==> src/rtl/adts_pkg.sv <==
// Shared types and constants for the ADTS deframer.
package adts_pkg;

    localparam int LEN_W = 13;

    // Header layout
    localparam logic [7:0]       SYNC_BYTE   = 8'hFF;
    localparam logic [3:0]       SYNC_NIBBLE = 4'hF;
    localparam logic [LEN_W-1:0] HDR_LEN     = 13'd7;
    localparam logic [2:0]       HDR_IDX_FIRST = 3'd2;
    localparam logic [2:0]       HDR_IDX_LEN_HI = 3'd3;
    localparam logic [2:0]       HDR_IDX_LEN_MID = 3'd4;
    localparam logic [2:0]       HDR_IDX_LEN_LO = 3'd5;
    localparam logic [2:0]       HDR_IDX_LAST = 3'd6;

    // Parser phases
    localparam logic [1:0] PH_HUNT0   = 2'd0;
    localparam logic [1:0] PH_HUNT1   = 2'd1;
    localparam logic [1:0] PH_HEADER  = 2'd2;
    localparam logic [1:0] PH_PAYLOAD = 2'd3;

    // Frame status codes
    localparam logic [1:0] ST_OK        = 2'd0;
    localparam logic [1:0] ST_TRUNCATED = 2'd1;
    localparam logic [1:0] ST_BAD_LEN   = 2'd2;
    localparam logic [1:0] ST_EMPTY     = 2'd3;

    typedef struct packed {
        logic [7:0] data_byte;
        logic       buffer_end;
    } in_word_t;

    typedef struct packed {
        logic [7:0]       payload_byte;
        logic             frame_first;
        logic             frame_last;
        logic [LEN_W-1:0] payload_length;
        logic [1:0]       frame_status;
    } out_word_t;

endpackage

==> src/rtl/adts_if.sv <==
// Valid/ready stream interfaces for the deframer's input and output channels.
interface adts_in_if;
    logic       valid;
    logic       ready;
    logic [7:0] data_byte;
    logic       buffer_end;

    modport source (output valid, output data_byte, output buffer_end, input ready);
    modport sink   (input valid, input data_byte, input buffer_end, output ready);
endinterface

interface adts_out_if;
    logic        valid;
    logic        ready;
    logic [7:0]  payload_byte;
    logic        frame_first;
    logic        frame_last;
    logic [12:0] payload_length;
    logic [1:0]  frame_status;

    modport source (output valid, output payload_byte, output frame_first,
                    output frame_last, output payload_length, output frame_status,
                    input ready);
    modport sink   (input valid, input payload_byte, input frame_first,
                    input frame_last, input payload_length, input frame_status,
                    output ready);
endinterface

==> src/rtl/adts_aac_deframer.sv <==
// ADTS deframer: takes a raw ADTS byte stream one word per cycle, skips bytes
// until the 12-bit sync is found, reads the 7-byte header and its 13-bit frame
// length, and passes on the payload bytes with first/last marks, the payload
// length and a status (ok, truncated at buffer end, bad length, empty frame).
// Header bytes and skipped bytes give no output word, but for the status word that
// closes a frame cut short, empty or of bad length. The block sustains one input
// word per cycle: each word goes through an input register, the combinational
// parser logic and a result register before its result is offered on the output.
// The input stalls only while both registers hold a word and the downstream side
// does not take the held result in that cycle.
module adts_aac_deframer (
    input logic clk,
    input logic rst_n,
    adts_in_if.sink    stream,
    adts_out_if.source frames
);
    import adts_pkg::*;

    in_word_t  in_word;
    in_word_t  word;
    logic      word_valid;
    logic      take;
    logic      res_valid;
    out_word_t res;
    logic      out_busy;
    out_word_t out_word;

    assign in_word.data_byte  = stream.data_byte;
    assign in_word.buffer_end = stream.buffer_end;

    assign take = word_valid && !out_busy;

    adts_in_reg u_in_reg (
        .clk        (clk),
        .rst_n      (rst_n),
        .in_valid   (stream.valid),
        .in_ready   (stream.ready),
        .in_word    (in_word),
        .word_valid (word_valid),
        .word       (word),
        .word_take  (take)
    );

    adts_fsm u_fsm (
        .clk       (clk),
        .rst_n     (rst_n),
        .take      (take),
        .word      (word),
        .res_valid (res_valid),
        .res       (res)
    );

    adts_out_reg u_out_reg (
        .clk       (clk),
        .rst_n     (rst_n),
        .load      (take && res_valid),
        .load_word (res),
        .busy      (out_busy),
        .out_valid (frames.valid),
        .out_ready (frames.ready),
        .out_word  (out_word)
    );

    assign frames.payload_byte   = out_word.payload_byte;
    assign frames.frame_first    = out_word.frame_first;
    assign frames.frame_last     = out_word.frame_last;
    assign frames.payload_length = out_word.payload_length;
    assign frames.frame_status   = out_word.frame_status;

`ifndef SYNTHESIS
    // Error and empty results always close a frame on their own.
    assert property (@(posedge clk) disable iff (!rst_n)
        frames.valid && (frames.frame_status == ST_BAD_LEN ||
                         frames.frame_status == ST_EMPTY)
        |-> frames.frame_first && frames.frame_last && frames.payload_length == '0)
        else $error("error or empty result without first/last or with a length");

    // A truncation result always ends the frame.
    assert property (@(posedge clk) disable iff (!rst_n)
        frames.valid && frames.frame_status == ST_TRUNCATED |-> frames.frame_last)
        else $error("truncated result without last mark");

    // A word waiting in the input register is never dropped while the output stalls.
    assert property (@(posedge clk) disable iff (!rst_n)
        word_valid && out_busy |=> word_valid && $stable(word))
        else $error("input word lost during output stall");

    // The parser only advances when the result register can take its output.
    assert property (@(posedge clk) disable iff (!rst_n)
        take |-> !(frames.valid && !frames.ready))
        else $error("parser advanced while result register was held");
`endif

endmodule

==> src/rtl/adts_in_reg.sv <==
// Input register stage: holds one incoming word until the parser takes it.
module adts_in_reg (
    input  logic              clk,
    input  logic              rst_n,
    input  logic              in_valid,
    output logic              in_ready,
    input  adts_pkg::in_word_t in_word,
    output logic              word_valid,
    output adts_pkg::in_word_t word,
    input  logic              word_take
);
    import adts_pkg::*;

    logic     valid_reg;
    logic     valid_next;
    in_word_t word_reg;

    assign in_ready   = !valid_reg || word_take;
    assign word_valid = valid_reg;
    assign word       = word_reg;

    always_comb
    begin
        valid_next = valid_reg;
        if (in_valid && in_ready)
        begin
            valid_next = 1'b1;
        end
        else if (word_take)
        begin
            valid_next = 1'b0;
        end
    end

    always_ff @(posedge clk or negedge rst_n)
    begin
        if (!rst_n)
        begin
            valid_reg <= 1'b0;
        end
        else
        begin
            valid_reg <= valid_next;
        end
    end

    always_ff @(posedge clk)
    begin
        if (in_valid && in_ready)
        begin
            word_reg <= in_word;
        end
    end

endmodule

==> src/rtl/adts_fsm.sv <==
// Header parser: sync hunt, length capture and payload counting, one word per cycle whenever a word is taken.
module adts_fsm (
    input  logic               clk,
    input  logic               rst_n,
    input  logic               take,
    input  adts_pkg::in_word_t word,
    output logic               res_valid,
    output adts_pkg::out_word_t res
);
    import adts_pkg::*;

    logic [1:0]       phase_reg,        phase_next;
    logic [2:0]       header_count_reg, header_count_next;
    logic [LEN_W-1:0] frame_length_reg, frame_length_next;
    logic [LEN_W-1:0] bytes_left_reg,   bytes_left_next;
    logic             first_pending_reg, first_pending_next;

    logic [LEN_W-1:0] len_upd;
    logic [LEN_W-1:0] plen;
    logic [7:0]       b;
    logic             end_flag;

    assign b        = word.data_byte;
    assign end_flag = word.buffer_end;

    // Length field with this header byte merged in.
    always_comb
    begin
        len_upd = frame_length_reg;
        case (header_count_reg)
            HDR_IDX_LEN_HI:  len_upd = {b[1:0], frame_length_reg[10:0]};
            HDR_IDX_LEN_MID: len_upd = {frame_length_reg[12:11], b, frame_length_reg[2:0]};
            HDR_IDX_LEN_LO:  len_upd = {frame_length_reg[12:3], b[7:5]};
            default:         len_upd = frame_length_reg;
        endcase
    end

    assign plen = (frame_length_reg >= HDR_LEN) ? frame_length_reg - HDR_LEN : '0;

    always_comb
    begin
        phase_next         = phase_reg;
        header_count_next  = header_count_reg;
        frame_length_next  = frame_length_reg;
        bytes_left_next    = bytes_left_reg;
        first_pending_next = first_pending_reg;
        res_valid          = 1'b0;
        res                = '0;

        unique case (phase_reg)
            PH_HUNT0:
            begin
                if (b == SYNC_BYTE && !end_flag)
                begin
                    phase_next = PH_HUNT1;
                end
                else
                begin
                    phase_next        = PH_HUNT0;
                    header_count_next = '0;
                    bytes_left_next   = '0;
                    first_pending_next = 1'b0;
                end
            end
            PH_HUNT1:
            begin
                phase_next         = PH_HUNT0;
                header_count_next  = '0;
                bytes_left_next    = '0;
                first_pending_next = 1'b0;
                if (b[7:4] == SYNC_NIBBLE)
                begin
                    if (end_flag)
                    begin
                        res_valid        = 1'b1;
                        res.frame_first  = 1'b1;
                        res.frame_last   = 1'b1;
                        res.frame_status = ST_TRUNCATED;
                    end
                    else
                    begin
                        phase_next        = PH_HEADER;
                        header_count_next = HDR_IDX_FIRST;
                        frame_length_next = '0;
                    end
                end
            end
            PH_HEADER:
            begin
                frame_length_next = len_upd;
                if (header_count_reg < HDR_IDX_LAST)
                begin
                    if (end_flag)
                    begin
                        phase_next         = PH_HUNT0;
                        header_count_next  = '0;
                        bytes_left_next    = '0;
                        first_pending_next = 1'b0;
                        res_valid          = 1'b1;
                        res.frame_first    = 1'b1;
                        res.frame_last     = 1'b1;
                        res.frame_status   = ST_TRUNCATED;
                    end
                    else
                    begin
                        header_count_next = header_count_reg + 3'd1;
                    end
                end
                else if (len_upd <= HDR_LEN || end_flag)
                begin
                    // Header done but no payload will follow in this buffer.
                    phase_next         = PH_HUNT0;
                    header_count_next  = '0;
                    bytes_left_next    = '0;
                    first_pending_next = 1'b0;
                    res_valid          = 1'b1;
                    res.frame_first    = 1'b1;
                    res.frame_last     = 1'b1;
                    if (len_upd < HDR_LEN)
                    begin
                        res.frame_status = ST_BAD_LEN;
                    end
                    else if (len_upd == HDR_LEN)
                    begin
                        res.frame_status = ST_EMPTY;
                    end
                    else
                    begin
                        res.frame_status   = ST_TRUNCATED;
                        res.payload_length = len_upd - HDR_LEN;
                    end
                end
                else
                begin
                    phase_next         = PH_PAYLOAD;
                    header_count_next  = '0;
                    bytes_left_next    = len_upd - HDR_LEN;
                    first_pending_next = 1'b1;
                end
            end
            PH_PAYLOAD:
            begin
                res_valid          = 1'b1;
                res.payload_byte   = b;
                res.frame_first    = first_pending_reg;
                res.payload_length = plen;
                res.frame_status   = ST_OK;
                first_pending_next = 1'b0;
                if (bytes_left_reg <= 13'd1 || end_flag)
                begin
                    phase_next        = PH_HUNT0;
                    header_count_next = '0;
                    bytes_left_next   = '0;
                    res.frame_last    = 1'b1;
                    if (bytes_left_reg > 13'd1)
                    begin
                        res.frame_status = ST_TRUNCATED;
                    end
                end
                else
                begin
                    bytes_left_next = bytes_left_reg - 13'd1;
                end
            end
            default:
            begin
                phase_next = PH_HUNT0;
            end
        endcase
    end

    always_ff @(posedge clk or negedge rst_n)
    begin
        if (!rst_n)
        begin
            phase_reg         <= PH_HUNT0;
            header_count_reg  <= '0;
            frame_length_reg  <= '0;
            bytes_left_reg    <= '0;
            first_pending_reg <= 1'b0;
        end
        else if (take)
        begin
            phase_reg         <= phase_next;
            header_count_reg  <= header_count_next;
            frame_length_reg  <= frame_length_next;
            bytes_left_reg    <= bytes_left_next;
            first_pending_reg <= first_pending_next;
        end
    end

endmodule

==> src/rtl/adts_out_reg.sv <==
// Result register: holds one finished word until the downstream side takes it.
module adts_out_reg (
    input  logic                clk,
    input  logic                rst_n,
    input  logic                load,
    input  adts_pkg::out_word_t load_word,
    output logic                busy,
    output logic                out_valid,
    input  logic                out_ready,
    output adts_pkg::out_word_t out_word
);
    import adts_pkg::*;

    logic      valid_reg;
    logic      valid_next;
    out_word_t word_reg;

    assign out_valid = valid_reg;
    assign out_word  = word_reg;
    // Busy means a held word will still be here next cycle.
    assign busy      = valid_reg && !out_ready;

    always_comb
    begin
        valid_next = valid_reg;
        if (load)
        begin
            valid_next = 1'b1;
        end
        else if (out_ready)
        begin
            valid_next = 1'b0;
        end
    end

    always_ff @(posedge clk or negedge rst_n)
    begin
        if (!rst_n)
        begin
            valid_reg <= 1'b0;
        end
        else
        begin
            valid_reg <= valid_next;
        end
    end

    always_ff @(posedge clk)
    begin
        if (load)
        begin
            word_reg <= load_word;
        end
    end

endmodule
==> src/flat_wrapper.sv <==
// flat-port wrapper written by rule: the top's interface ports become plain ports
module adts_aac_deframer_flat import adts_pkg::*;
  (clk, rst_n, stream_valid, stream_data_byte, stream_buffer_end, stream_ready, frames_valid, frames_payload_byte, frames_frame_first, frames_frame_last, frames_payload_length, frames_frame_status, frames_ready);
  adts_in_if stream_i ();
  adts_out_if frames_i ();
  input logic clk;
  input logic rst_n;
  input wire logic [$bits(stream_i.valid)-1:0] stream_valid;
  input wire logic [$bits(stream_i.data_byte)-1:0] stream_data_byte;
  input wire logic [$bits(stream_i.buffer_end)-1:0] stream_buffer_end;
  output wire logic [$bits(stream_i.ready)-1:0] stream_ready;
  output wire logic [$bits(frames_i.valid)-1:0] frames_valid;
  output wire logic [$bits(frames_i.payload_byte)-1:0] frames_payload_byte;
  output wire logic [$bits(frames_i.frame_first)-1:0] frames_frame_first;
  output wire logic [$bits(frames_i.frame_last)-1:0] frames_frame_last;
  output wire logic [$bits(frames_i.payload_length)-1:0] frames_payload_length;
  output wire logic [$bits(frames_i.frame_status)-1:0] frames_frame_status;
  input wire logic [$bits(frames_i.ready)-1:0] frames_ready;
  assign stream_i.valid = stream_valid;
  assign stream_i.data_byte = stream_data_byte;
  assign stream_i.buffer_end = stream_buffer_end;
  assign stream_ready = stream_i.ready;
  assign frames_valid = frames_i.valid;
  assign frames_payload_byte = frames_i.payload_byte;
  assign frames_frame_first = frames_i.frame_first;
  assign frames_frame_last = frames_i.frame_last;
  assign frames_payload_length = frames_i.payload_length;
  assign frames_frame_status = frames_i.frame_status;
  assign frames_i.ready = frames_ready;
  adts_aac_deframer u_core (.clk(clk), .rst_n(rst_n), .stream(stream_i), .frames(frames_i));
endmodule
==> config.mk <==
export PLATFORM = sky130hd
export DESIGN_NAME = adts_aac_deframer_flat
export DESIGN_NICKNAME = d
export VERILOG_FILES = /design/src/rtl/adts_pkg.sv /design/src/rtl/adts_if.sv /design/src/rtl/adts_aac_deframer.sv /design/src/rtl/adts_in_reg.sv /design/src/rtl/adts_fsm.sv /design/src/rtl/adts_out_reg.sv /design/src/flat_wrapper.sv
export SDC_FILE = /design/constraint.sdc
export NUM_CORES = 1
export LEC_CHECK = 0
export BUFFER_PORTS_ARGS = -buffer_cell sky130_fd_sc_hd__clkbuf_2
export CELL_PAD_IN_SITES_DETAIL_PLACEMENT = 0
export CELL_PAD_IN_SITES_GLOBAL_PLACEMENT = 1
export CORE_MARGIN = 3
export CORE_UTILIZATION = 42
export DETAILED_ROUTE_END_ITERATION = 10
export HOLD_SLACK_MARGIN = 0.05
export PLACE_DENSITY = 0.85
export SYNTH_ARGS = -nofsm -noshare
export SYNTH_HDL_FRONTEND = slang
export SYNTH_SLANG_ARGS = --single-unit
==> constraint.sdc <==
create_clock -name clk -period 4.2 [get_ports clk]
set_input_delay 0.63 -clock clk [delete_from_list [all_inputs] [get_ports clk]]
set_output_delay 0.63 -clock clk [all_outputs]
set_load 0.1 [all_outputs]
======== Yosys cells after proc, flatten, opt, wreduce, memory -nomap -nowiden ========
Index checks and enable logic that the tools add are counted.
storage, ports and cells
  register bits after elaboration ......... 68
  bits of input ports ..................... 13
  logic and storage cells ................. 117
operators by class
  add/sub/neg operators ................... 4
  $lt $le $gt $ge ......................... 6
  equal/unequal tests ..................... 14
  mux-type cells .......................... 58
  reductions and logical operators ........ 21
operators by type and width
  operator                                                                          number
  13-bit two-way mux                                                                11
  13-bit case mux with 2 select lines                                               2
  13-bit case mux with 4 select lines                                               1
  13-bit case mux with 3 select lines                                               1
  2-bit two-way mux                                                                 14
  13-bit by 3-bit subtractor with 13-bit output, second input constant              2
  1-bit two-way mux                                                                 18
  17-bit two-way mux                                                                1
  13-bit by 3-bit == test with 1-bit output, second input constant                  1
  13-bit by 3-bit >= comparator with 1-bit output, second input constant            1
  13-bit by 1-bit greater-than comparator with 1-bit output, second input constant  1
  13-bit by 1-bit <= comparator with 1-bit output, second input constant            1
  13-bit by 3-bit <= comparator with 1-bit output, second input constant            1
  13-bit by 3-bit less-than comparator with 1-bit output, second input constant     1
  13-bit by 1-bit subtractor with 13-bit output, second input constant              1
  3-bit two-way mux                                                                 4
  2-bit case mux with 3 select lines                                                2
  3-bit case mux with 4 select lines                                                1
  3-bit AND reduction                                                               3
  8-bit == test, second input constant                                              1
  2-bit != test, second input constant                                              4
  2-bit case mux with 4 select lines                                                1
  3-bit == test, second input constant                                              2
  1-bit case mux with 3 select lines                                                2
  other kinds (14)                                                                  26

======== Depth between registers and ports, before layout ========
Gate-level depths: netlist (run 1).
  depth in word-level cells ............... 9
  gate-level depth with buffers ........... 11

======== Cells and area by module ========
From an unflattened synthesis (run 1), not the netlist that was laid out.
second synthesis, totals
  cell total of the unflattened synthesis .. 397
  area total of the unflattened synthesis .. 3956.3 µm²
by module, submodules not included
  module             times used  cells an instance  area each (µm²)  sequential area each (µm²)
  adts_fsm           1           354                2821.5           800.8
  adts_out_reg       1           28                 795.8            775.7
  adts_in_reg        1           13                 324.1            295.3
  adts_aac_deframer  1           2                  15.0             0.0

======== Worst setup path after synthesis (run 1) ========
OpenSTA, ideal clock, no wires.
  path kind ............................... register -> register
  from .................................... register u_core.u_fsm.header_count_reg[1]
  to ...................................... register u_core.u_out_reg.word_reg, in the netlist u_core.u_out_reg.out_word[0] (enable)
  arrival ................................. 4043 ps
  data required time ...................... 3762 ps
  setup slack ............................. -282 ps
  cell stages (with the launch flop) ...... 9
  path buffers ............................ 0
  period minus slack after synthesis ...... 4482 ps
  cell sequence ........................... dfrtp_1 > ha_1 > ha_1 > nor4b_2 > o32ai_1 > a2111oi_2 > and3_4 > a221oi_1 > nor3_1
on the way
  cells in the longest elaborated chain, start to end .. 8
RTL lines
  element                                                                    line                     RTL
  from (decl)                                                                adts_fsm.sv:13           logic [2:0] header_count_reg, header_count_next;
  from (signal assigned)                                                     adts_fsm.sv:185          header_count_reg <= header_count_next;
  3-bit == test or 3-bit by 2-bit == test with 1-bit output (tied branches)  adts_fsm.sv:30           case (header_count_reg)
  13-bit case mux with 3 select lines                                        adts_fsm.sv:30
  13-bit by 3-bit <= comparator with 1-bit output                            adts_fsm.sv:109          else if (len_upd <= HDR_LEN || end_flag)
  1-bit logical OR                                                           adts_fsm.sv:109
  1-bit two-way mux                                                          adts_fsm.sv:109
  1-bit two-way mux (*)                                                      adts_fsm.sv:91           if (header_count_reg < HDR_IDX_LAST)
  1-bit case mux with 3 select lines (*)                                     adts_fsm.sv:50           unique case (phase_reg)
  1-bit logical AND (*)                                                      adts_aac_deframer.sv:56  .load (take && res_valid),
  via u_core.u_out_reg.load                                                  adts_out_reg.sv:5        input logic load,
  to (signal assigned)                                                       adts_out_reg.sv:52       word_reg <= load_word;
  to (decl)                                                                  adts_out_reg.sv:16       out_word_t word_reg;
Mark *: on every way through the listed nets, which the timed path passes. The rest lies on a longest branch.
A chain may end at the register's enable or synchronous reset.

======== Worst setup path after layout (run 1) ========
  from .................................... register u_core.u_fsm.header_count_reg[1]
  to ...................................... register u_core.u_out_reg.word_reg, in the netlist u_core.u_out_reg.out_word[5] (enable)
Same word-level chain as after synthesis.

==> flow_summary_export.csv, run 1 <==
group,metric,value,unit
run_status,outcome,"complete, no violations",
setup_path,crit_buf_inv,1,
yosys,synth_seq_cells,68,
yosys,synth_nets,419,
yosys,ys_warn_count,0,
sta,fmax,0.263,GHz
placed_design,gp_congestion,0.895,
route,drc,0,
die,rows,34,
yosys,syn_avg_cell_area,10.1,sq um
min_path,hold_path_class,"primary input to asynchronous set/reset pin",
setup_path,crit_chain,"ha_1 > ha_1 > or4b_1 > a32o_1 > ha_1 > nand4b_1 > and3_4 > a221oi_1 > nor3_4 > buf_4",
sta,relSlewSlack,34.3,%
finish,area_growth,12.2,%
sta,finClkSkew,0.0115,ns
finish,multi_input_area,1990,sq um
sta,layout_setup_ws,0.393,ns
yosys,ys_seq_area_share,47.2,%
global_routing,grt_first_pass_wirelength,17.0,mm
die,die_x,103,um
cts,clkTransAtPathRegs,0.08,ns
flow_run,max_cap_violations,0,
sta,fin_crit_sh,90.7,%
finish,n_fill_cell,850,
die,coreArea,8930,sq um
cts,clockRootBuffer,"clkbuf_8",
finish,final-seq-area,1870,sq um
yosys,yosysUniqueCellTypes,66,
setup_path,critPathKind,"flip-flop to flip-flop",
placed_design,dp_slack,0.423,ns
finish,layout_common_cells,"nand2_1 (46), clkbuf_2 (39), dfrtp_1 (34), edfxtp_1 (34), nor2_1 (28)",
cts,cts_tree,"done",
power_and_ir_drop,leakage,1.77,nW
route,route.met3.wl,750,um
setup_path,cp_slowest_cell,"or4b_1",
sta,finalSetupTns,0,ns
sta,timing.final.hold_violations,0,
global_routing,grt_pass1_vias,3170,
yosys,synth_edf_count,34,
route,wirelength_met1,4.59,mm
cts,cts_resized,0,
yosys,synthesis.instances,393,
finish,layout-drive-gt1-share,16.5,%
yosys,synth-main-ff-cell,"edfxtp_1",
cts,clk_latency,0.35,ns
setup_path,cp-start-kind,"flip-flop",
sta,tightest_slew,0.986,ns
setup_path,cp_max_fo,25,
route,post_drt_wl_per_cell,19.2,um
sta,drv_slew,0,
route,num_vias,3337,
finish,layout_commonest_cell,"nand2_1",
placed_design,dp_hpwl,7.44,mm
setup_path,critPathTopFamily,"simple AND/OR/NAND/NOR gates",
global_routing,global_route.overflow_total,0,
cts,post-cts-setup-buffer-count,0,
sta,rsz0062_at_grt,"false",
die,die_y,103,um
route,routed-wl-met2,4.89,mm
sta,setup_viol,0,
setup_path,cpPeakStageDelay,0.56,ns
cts,cts_hold_buf,0,
route,drtIter0Drc,258,
die,start_util,44.4,%
cts,cts_buffers,9,
global_routing,antenna_found_initial,0,
power_and_ir_drop,vdd_drop_max,0.216,mV
finish,largest_reg_flops,25,
route,avgViaCountPerCell,6.12,
cts,clock_path_buffers,2,
setup_path,required,4.26,ns
sta,fin_crit,3.81,ns
power_and_ir_drop,power_density,286,nW/um^2
finish,diodes,0,
setup_path,critPathCaptureType,"flip-flop",
setup_path,crit_arrival,3.87,ns
route,routed_wl,10.5,mm
route,drt_first_pass_iters,5,
route,route.top_layer_used,"met4",
die,io_pins,40,
finish,final_util,49.8,%
cts,htree_levels,3,
global_routing,grt_max_degree,35,
yosys,synthArstFlopShare,50.0,%
global_routing,grt_usage,21.2,%
power_and_ir_drop,total_power,1.27,mW
route,antenna_left,0,
die,die_area,10600,sq um
finish,fin_nets,458,
yosys,netlist_area,3970,sq um
setup_path,crit_top_cell,"ha_1",
cts,numClockSinks,68,
placed_design,io_buffers,39,
[synthesized netlist by cell type, drive strengths merged, types with 3 or more instances]
| cell | count | area, sq um |
|---|---|---|
| nand2 | 46 | 173 |
| dfrtp | 34 | 851 |
| edfxtp | 34 | 1020 |
| nor2 | 28 | 105 |
| o21ai | 23 | 115 |
| xnor2 | 15 | 131 |
| a21oi | 13 | 76.3 |
| and2 | 13 | 81.3 |
| ha | 13 | 163 |
| inv | 13 | 48.8 |
| nor3 | 12 | 60.1 |
| o22ai | 11 | 68.8 |
| clkbuf | 10 | 37.5 |
| nand3 | 10 | 50.1 |
| a22o | 8 | 70.1 |
| nand4 | 8 | 50.1 |
| o221ai | 8 | 70.1 |
| a22oi | 7 | 52.6 |
| nand2b | 6 | 37.5 |
| nor4 | 6 | 43.8 |
| buf | 5 | 31.3 |
| or4 | 5 | 41.3 |
| xor2 | 5 | 43.8 |
| a32o | 4 | 40.0 |
| nand3b | 4 | 42.5 |
| o2bb2ai | 4 | 35.0 |
| a221o | 3 | 30.0 |
| and3 | 3 | 23.8 |
| nor2b | 3 | 18.8 |
| o211ai | 3 | 22.5 |
| o31ai | 3 | 27.5 |
| or3 | 3 | 23.8 |
[layout make-up]
class / instances / share of cell area (%)
clock buffer: 10 / 2.87
clock inverter: 6 / 1.24
inverter: 13 / 1.10
multi-input combinational: 297 / 44.7
sequential: 68 / 42.0
tap: 108 / 3.04
timing repair buffer: 43 / 5.06
[through the flow]
stage / instances / instance area [sq um] / hold slack (ns)
after floorplan: 393 / 3970 / 0.334
after global placement: 529 / 4270 / 0.466
after detailed placement: 529 / 4270 / 0.467
after CTS: 545 / 4450 / 0.446
after global routing: 545 / 4450 / 0.437
final: 545 / 4450 / 0.434
[routing by layer]
metal | vias up | GRT usage (%)
met5 | - | 0
met4 | 0 | 7.67
met3 | 14 | 4.09
met2 | 138 | 33.4
met1 | 1620 | 29.2
li1 | 1565 | -
[cells by family after synthesis]
kind of cell	Yosys count	synth area share [%]
AND/OR/NAND/NOR	156	21.0
buffers and inverters	28	2.97
AO/OA/AOI/OAI	104	19.2
multiplexers	4	1.07
flip-flops	68	47.2
adder cells (fa/ha/maj)	13	4.10
XOR/XNOR	20	4.42
[where the power goes]
part           internal (mW)  switching (mW)
sequential             0.705          0.0189
combinational         0.0111          0.0217
clock                  0.268           0.249
total                  0.985           0.290
[path summary, 6_finish.rpt]
path	from	slack, ns	depth (start not counted)	end
setup / recovery	u_core.u_fsm.header_count_reg[1]	0.39	10	u_core.u_out_reg.out_word[5]
hold / removal	rst_n	0.43	1	u_core.u_fsm.frame_length_reg[11]
setup reg to reg	u_core.u_fsm.header_count_reg[1]	0.39	10	u_core.u_out_reg.out_word[5]
hold reg to reg	u_core.u_fsm.first_pending_reg	0.48	2	u_core.u_fsm.first_pending_reg
max in group asynchronous	rst_n	3.15	1	u_core.u_fsm.bytes_left_reg[11]
min in group clk	stream_data_byte[2]	0.46	1	u_core.u_in_reg.word[3]
Power figures use the tool's default switching activity.
==> run 2: changes to the inputs <==
--- a/config.mk
+++ b/config.mk
@@ -9,10 +9,10 @@
 export CELL_PAD_IN_SITES_DETAIL_PLACEMENT = 0
 export CELL_PAD_IN_SITES_GLOBAL_PLACEMENT = 1
 export CORE_MARGIN = 3
-export CORE_UTILIZATION = 42
+export CORE_UTILIZATION = 30
 export DETAILED_ROUTE_END_ITERATION = 10
 export HOLD_SLACK_MARGIN = 0.05
-export PLACE_DENSITY = 0.85
+export PLACE_DENSITY = 0.67
 export SYNTH_ARGS = -nofsm -noshare
 export SYNTH_HDL_FRONTEND = slang
 export SYNTH_SLANG_ARGS = --single-unit
==> flow_summary_export.csv, run 2 (synthesis results as in run 1) <==
group,metric,value,unit
setup_path,critPathKind,"flip-flop to flip-flop",
placed_design,place_area,4360,sq um
sta,fin_crit,3.83,ns
route,drtIter0Drc,269,
power_and_ir_drop,pwr-share-comb,2.5,%
finish,fin_nets,460,
power_and_ir_drop,power_density,310,nW/um^2
finish,largest_reg_flops,25,
finish,diodes,0,
cts,cts_resized,0,
sta,tightest_slew,0.959,ns
sta,fin_crit_sh,91.1,%
sta,setup_viol,0,
cts,clockRootBuffer,"clkbuf_16",
route,post_drt_wl_per_cell,18.2,um
finish,layout-drive-gt1-share,17.1,%
cts,numClockSinks,68,
sta,relSlewSlack,36.1,%
global_routing,global_route.overflow_total,0,
die,die_x,121,um
power_and_ir_drop,swShare,22.5,%
sta,timing.final.hold_violations,0,
sta,rsz0062_at_grt,"false",
route,route.top_layer_used,"met4",
route,num_vias,3297,
die,start_util,31.1,%
route,route.met3.wl,481,um
power_and_ir_drop,p_sw,323,uW
power_and_ir_drop,leakage,1.82,nW
sta,whs,0.441,ns
sta,drv_slew,0,
cts,cts_buffers,9,
placed_design,io_buffers,39,
setup_path,reg2reg_setup_slack,0.37,ns
route,drt_first_pass_iters,5,
global_routing,grt_usage,15.8,%
setup_path,cp-start-kind,"flip-flop",
global_routing,antenna_found_initial,0,
cts,clkTransAtPathRegs,0.06,ns
power_and_ir_drop,total_power,1.43,mW
route,routed_wl,11.1,mm
placed_design,dp_hpwl,8.15,mm
setup_path,required,4.26,ns
global_routing,grt_max_degree,35,
die,die_area,14600,sq um
route,avgViaCountPerCell,5.40,
min_path,hold_path_class,"primary input to asynchronous set/reset pin",
cts,clock_path_buffers,2,
finish,layout_common_cells,"nand2_1 (46), clkbuf_2 (39), dfrtp_1 (34), edfxtp_1 (34), nor2_1 (28)",
cts,clk_latency,0.34,ns
die,rows,41,
power_and_ir_drop,vdd_drop_max,0.143,mV
power_and_ir_drop,p_int,1.11,mW
power_and_ir_drop,seq_power_share,50.4,%
sta,finClkSkew,0.00918,ns
die,coreArea,12800,sq um
cts,htree_levels,3,
setup_path,critPathCaptureType,"flip-flop",
finish,final_util,36.2,%
setup_path,cp_max_fo,25,
setup_path,crit_arrival,3.88,ns
cts,cts_tree,"done",
finish,layout_commonest_cell,"nand2_1",
run_status,outcome,"complete, no violations",
global_routing,grt_pass1_vias,3185,
route,wirelength_met1,5.24,mm
die,die_y,121,um
route,antenna_left,0,
placed_design,gp_congestion,0.860,
finish,final_area,4620,sq um
power_and_ir_drop,p_clk_share,47.0,%
route,routed-wl-met2,5.03,mm
route,drc,0,
finish,area_growth,16.6,%
flow_run,max_cap_violations,0,
cts,cts_hold_buf,0,
finish,n_fill_cell,1292,
sta,finalSetupTns,0,ns
die,io_pins,40,
global_routing,grt_first_pass_wirelength,17.5,mm
sta,fmax,0.261,GHz
cts,post-cts-setup-buffer-count,0,
-- run 2: layout make-up --
class	instances	area, sq um	area share [%]
multi-input cells	297	1990	43.0
flip-flops and latches	68	1870	40.5
repair buffers	45	240	5.19
clock buffers	10	229	4.95
well taps	172	215	4.65
inverters	13	48.8	1.06
clock inverters	6	31.3	0.676
-- run 2: worst paths after layout --
kind	to	start	cells past startpoint
worst max-delay path	u_core.u_out_reg.out_word[22]	u_core.u_fsm.header_count_reg[1]	10
worst min-delay path	u_core.u_fsm.phase_reg[0]	rst_n	1
worst max register to register	u_core.u_out_reg.out_word[22]	u_core.u_fsm.header_count_reg[1]	10
worst min register to register	u_core.u_fsm.first_pending_reg	u_core.u_fsm.first_pending_reg	2
max in group asynchronous	u_core.u_fsm.frame_length_reg[10]	rst_n	1
min in group clk	u_core.u_in_reg.word[2]	stream_data_byte[1]	1
-- run 2: routing by layer --
metal / up-vias / global-route usage (%)
met4: 0 / 7.58
met1: 1612 / 22.0
met2: 86 / 23.9
met3: 26 / 2.47
li1: 1573 / -
met5: - / 0
-- run 2: worst max-delay path, stage by stage (launching register included) --
cell and delay (ns):
dfrtp_1 0.47, ha_1 0.23, ha_1 0.29, or4b_1 0.56, a32o_1 0.32, ha_1 0.27
nand4b_1 0.25, and3_4 0.25, a221oi_1 0.57, nor3_4 0.07, buf_4 0.27
-- run 2: metrics by stage --
step / std cells / setup slack, ns
floorplan: 393 / 0.489
global placement: 595 / 0.493
detailed placement: 595 / 0.385
CTS: 611 / 0.371
global route: 611 / 0.191
finish: 611 / 0.372
-- run 2: power groups by stage --
stage | Combinational (mW) | Sequential, mW | Clock, mW
2_1_floorplan | 0.0196 | 0.726 | 0
3_3_place_gp | 0.0368 | 0.736 | 0
3_5_place_dp | 0.0368 | 0.735 | 0
4_1_cts | 0.0369 | 0.723 | 0.690
5_1_grt | 0.0403 | 0.723 | 0.723
6_report | 0.0360 | 0.723 | 0.675
==> run 3: changes to the inputs <==
--- a/config.mk
+++ b/config.mk
@@ -13,6 +13,8 @@
 export DETAILED_ROUTE_END_ITERATION = 10
 export HOLD_SLACK_MARGIN = 0.05
 export PLACE_DENSITY = 0.67
+export REMOVE_ABC_BUFFERS = 1
+export SETUP_SLACK_MARGIN = 0.2
 export SYNTH_ARGS = -nofsm -noshare
 export SYNTH_HDL_FRONTEND = slang
 export SYNTH_SLANG_ARGS = --single-unit
==> flow_summary_export.csv, run 3 (synthesis results as in run 1) <==
group,metric,value,unit
route,drc,0,
power_and_ir_drop,vdd_drop_max,0.143,mV
placed_design,io_buffers,39,
route,avgViaCountPerCell,5.31,
sta,rsz0062_at_grt,"false",
cts,post-cts-setup-buffer-count,0,
flow_run,max_cap_violations,0,
sta,timing.final.hold_violations,0,
sta,drv_slew,0,
cts,htree_levels,3,
global_routing,grt_usage,16.3,%
finish,layout_commonest_cell,"nand2_1",
finish,multi_input_area,1990,sq um
min_path,hold_path_class,"primary input to asynchronous set/reset pin",
sta,whs,0.422,ns
die,io_pins,40,
cts,clkTransAtPathRegs,0.06,ns
die,die_area,14600,sq um
route,num_vias,3244,
power_and_ir_drop,total_power,1.51,mW
setup_path,reg2reg_setup_slack,0.49,ns
cts,cts_tree,"done",
sta,setup_viol,0,
power_and_ir_drop,swShare,22.3,%
power_and_ir_drop,p_clk_share,50.0,%
placed_design,gp_congestion,0.849,
power_and_ir_drop,leakage,1.82,nW
die,start_util,31.1,%
sta,fin_crit,3.71,ns
route,drt_first_pass_iters,4,
setup_path,r2r_start,"u_core.u_fsm.header_count_reg[1]",
setup_path,r2r_end,"u_core.u_out_reg.out_word[10]",
setup_path,crit_arrival,3.77,ns
sta,relSlewSlack,37.1,%
cts,clockRootBuffer,"clkbuf_16",
power_and_ir_drop,p_int,1.18,mW
finish,layout_common_cells,"nand2_1 (46), clkbuf_2 (39), dfrtp_1 (34), edfxtp_1 (34), nor2_1 (28)",
setup_path,cp-start-kind,"flip-flop",
placed_design,dp_hpwl,8.13,mm
sta,finClkSkew,0.00533,ns
global_routing,global_route.overflow_total,0,
setup_path,critPathKind,"flip-flop to flip-flop",
global_routing,grt_first_pass_wirelength,18.2,mm
sta,tightest_slew,0.943,ns
die,die_x,121,um
global_routing,grt_max_degree,35,
finish,fin_nets,460,
finish,area_growth,17.4,%
finish,n_fill_cell,1285,
sta,fin_crit_sh,88.3,%
route,antenna_left,0,
setup_path,cp_max_fo,25,
power_and_ir_drop,pwr-share-comb,2.1,%
finish,largest_reg_flops,25,
power_and_ir_drop,power_density,325,nW/um^2
cts,clk_latency,0.35,ns
setup_path,startpoint,"u_core.u_fsm.header_count_reg[1]",
setup_path,critPathCaptureType,"flip-flop",
die,die_y,121,um
route,routed_wl,11.1,mm
power_and_ir_drop,p_sw,338,uW
route,post_drt_wl_per_cell,18.2,um
finish,layout-drive-gt1-share,17.5,%
sta,layout_setup_ws,0.492,ns
cts,cts_buffers,9,
sta,fmax,0.270,GHz
finish,diodes,0,
power_and_ir_drop,seq_power_share,47.9,%
global_routing,antenna_found_initial,0,
die,coreArea,12800,sq um
finish,final-seq-area,1870,sq um
global_routing,grt_pass1_vias,3289,
setup_path,rr_worst_depth,10,
route,drtIter0Drc,196,
setup_path,required,4.27,ns
run_status,outcome,"complete, no violations",
die,rows,41,
cts,clock_path_buffers,2,
placed_design,dp_slack,0.449,ns
cts,numClockSinks,68,
-- run 3: through the flow --
stage / instance area (sq um) / instances / util, % / setup TNS, ns
6_report: 4660 / 611 / 36.5 / 0
5_1_grt: 4660 / 611 / 36.5 / 0
4_1_cts: 4650 / 611 / 36.4 / 0
3_5_place_dp: 4360 / 595 / 34.1 / 0
3_3_place_gp: 4360 / 595 / 34.1 / 0
2_1_floorplan: 3900 / 378 / - / -7.04
-- run 3: cell type report --
cell class,instances,share of cell area (%)
Clock buffer,10,4.92
Timing Repair Buffer,45,5.16
Tap cell,172,4.62
Multi-Input combinational cell,297,42.7
Clock inverter,6,1.40
Inverter,13,1.05
Sequential cell,68,40.2
-- run 3: worst max path at each step --
stage | end | slack (ns) | cells after the start
finish | u_core.u_out_reg.out_word[10] | 0.49 | 10
global route | u_core.u_out_reg.out_word[11] | 0.27 | 9
CTS | u_core.u_out_reg.out_word[23] | 0.44 | 10
detailed placement | u_core.u_out_reg.out_word[9] | 0.45 | 10
global placement | u_core.u_out_reg.out_word[7] | 0.60 | 10
floorplan | u_core.u_out_reg.out_word[0] | -0.28 | 8
-- run 3: power by group through the flow --
| stage | clock network (mW) | logic (mW) | registers (mW) |
|---|---|---|---|
| after CTS | 0.773 | 0.0332 | 0.725 |
| after global placement | 0 | 0.0328 | 0.737 |
| final | 0.756 | 0.0321 | 0.725 |
| after global routing | 0.803 | 0.0372 | 0.726 |
| after floorplan | 0 | 0.0150 | 0.728 |
| after detailed placement | 0 | 0.0330 | 0.738 |
-- run 3: per-layer routing --
metal  routed length [um]  global-route usage (%)  vias to the layer above
met5                    0                       0                        -
met1                 5260                    21.7                     1579
met4                  269                    8.50                        0
met3                  466                    2.84                       16
li1                     -                       -                     1578
met2                 5100                    25.1                       71
-- run 3: critical path, cell delays in order, from the launching register on --
cell and delay (ns):
dfrtp_1 0.48, ha_1 0.23, ha_1 0.29, or4b_1 0.58, a32o_1 0.32, ha_1 0.28, nand4b_1 0.26, and3_4 0.26
a221oi_2 0.37, nor3_2 0.08, buf_4 0.26
-- run 3: repair_timing --
item                       in CTS  in global routing
setup endpoints to repair       0                 21
hold buffers                    0                  0
gates resized for setup         0                  1
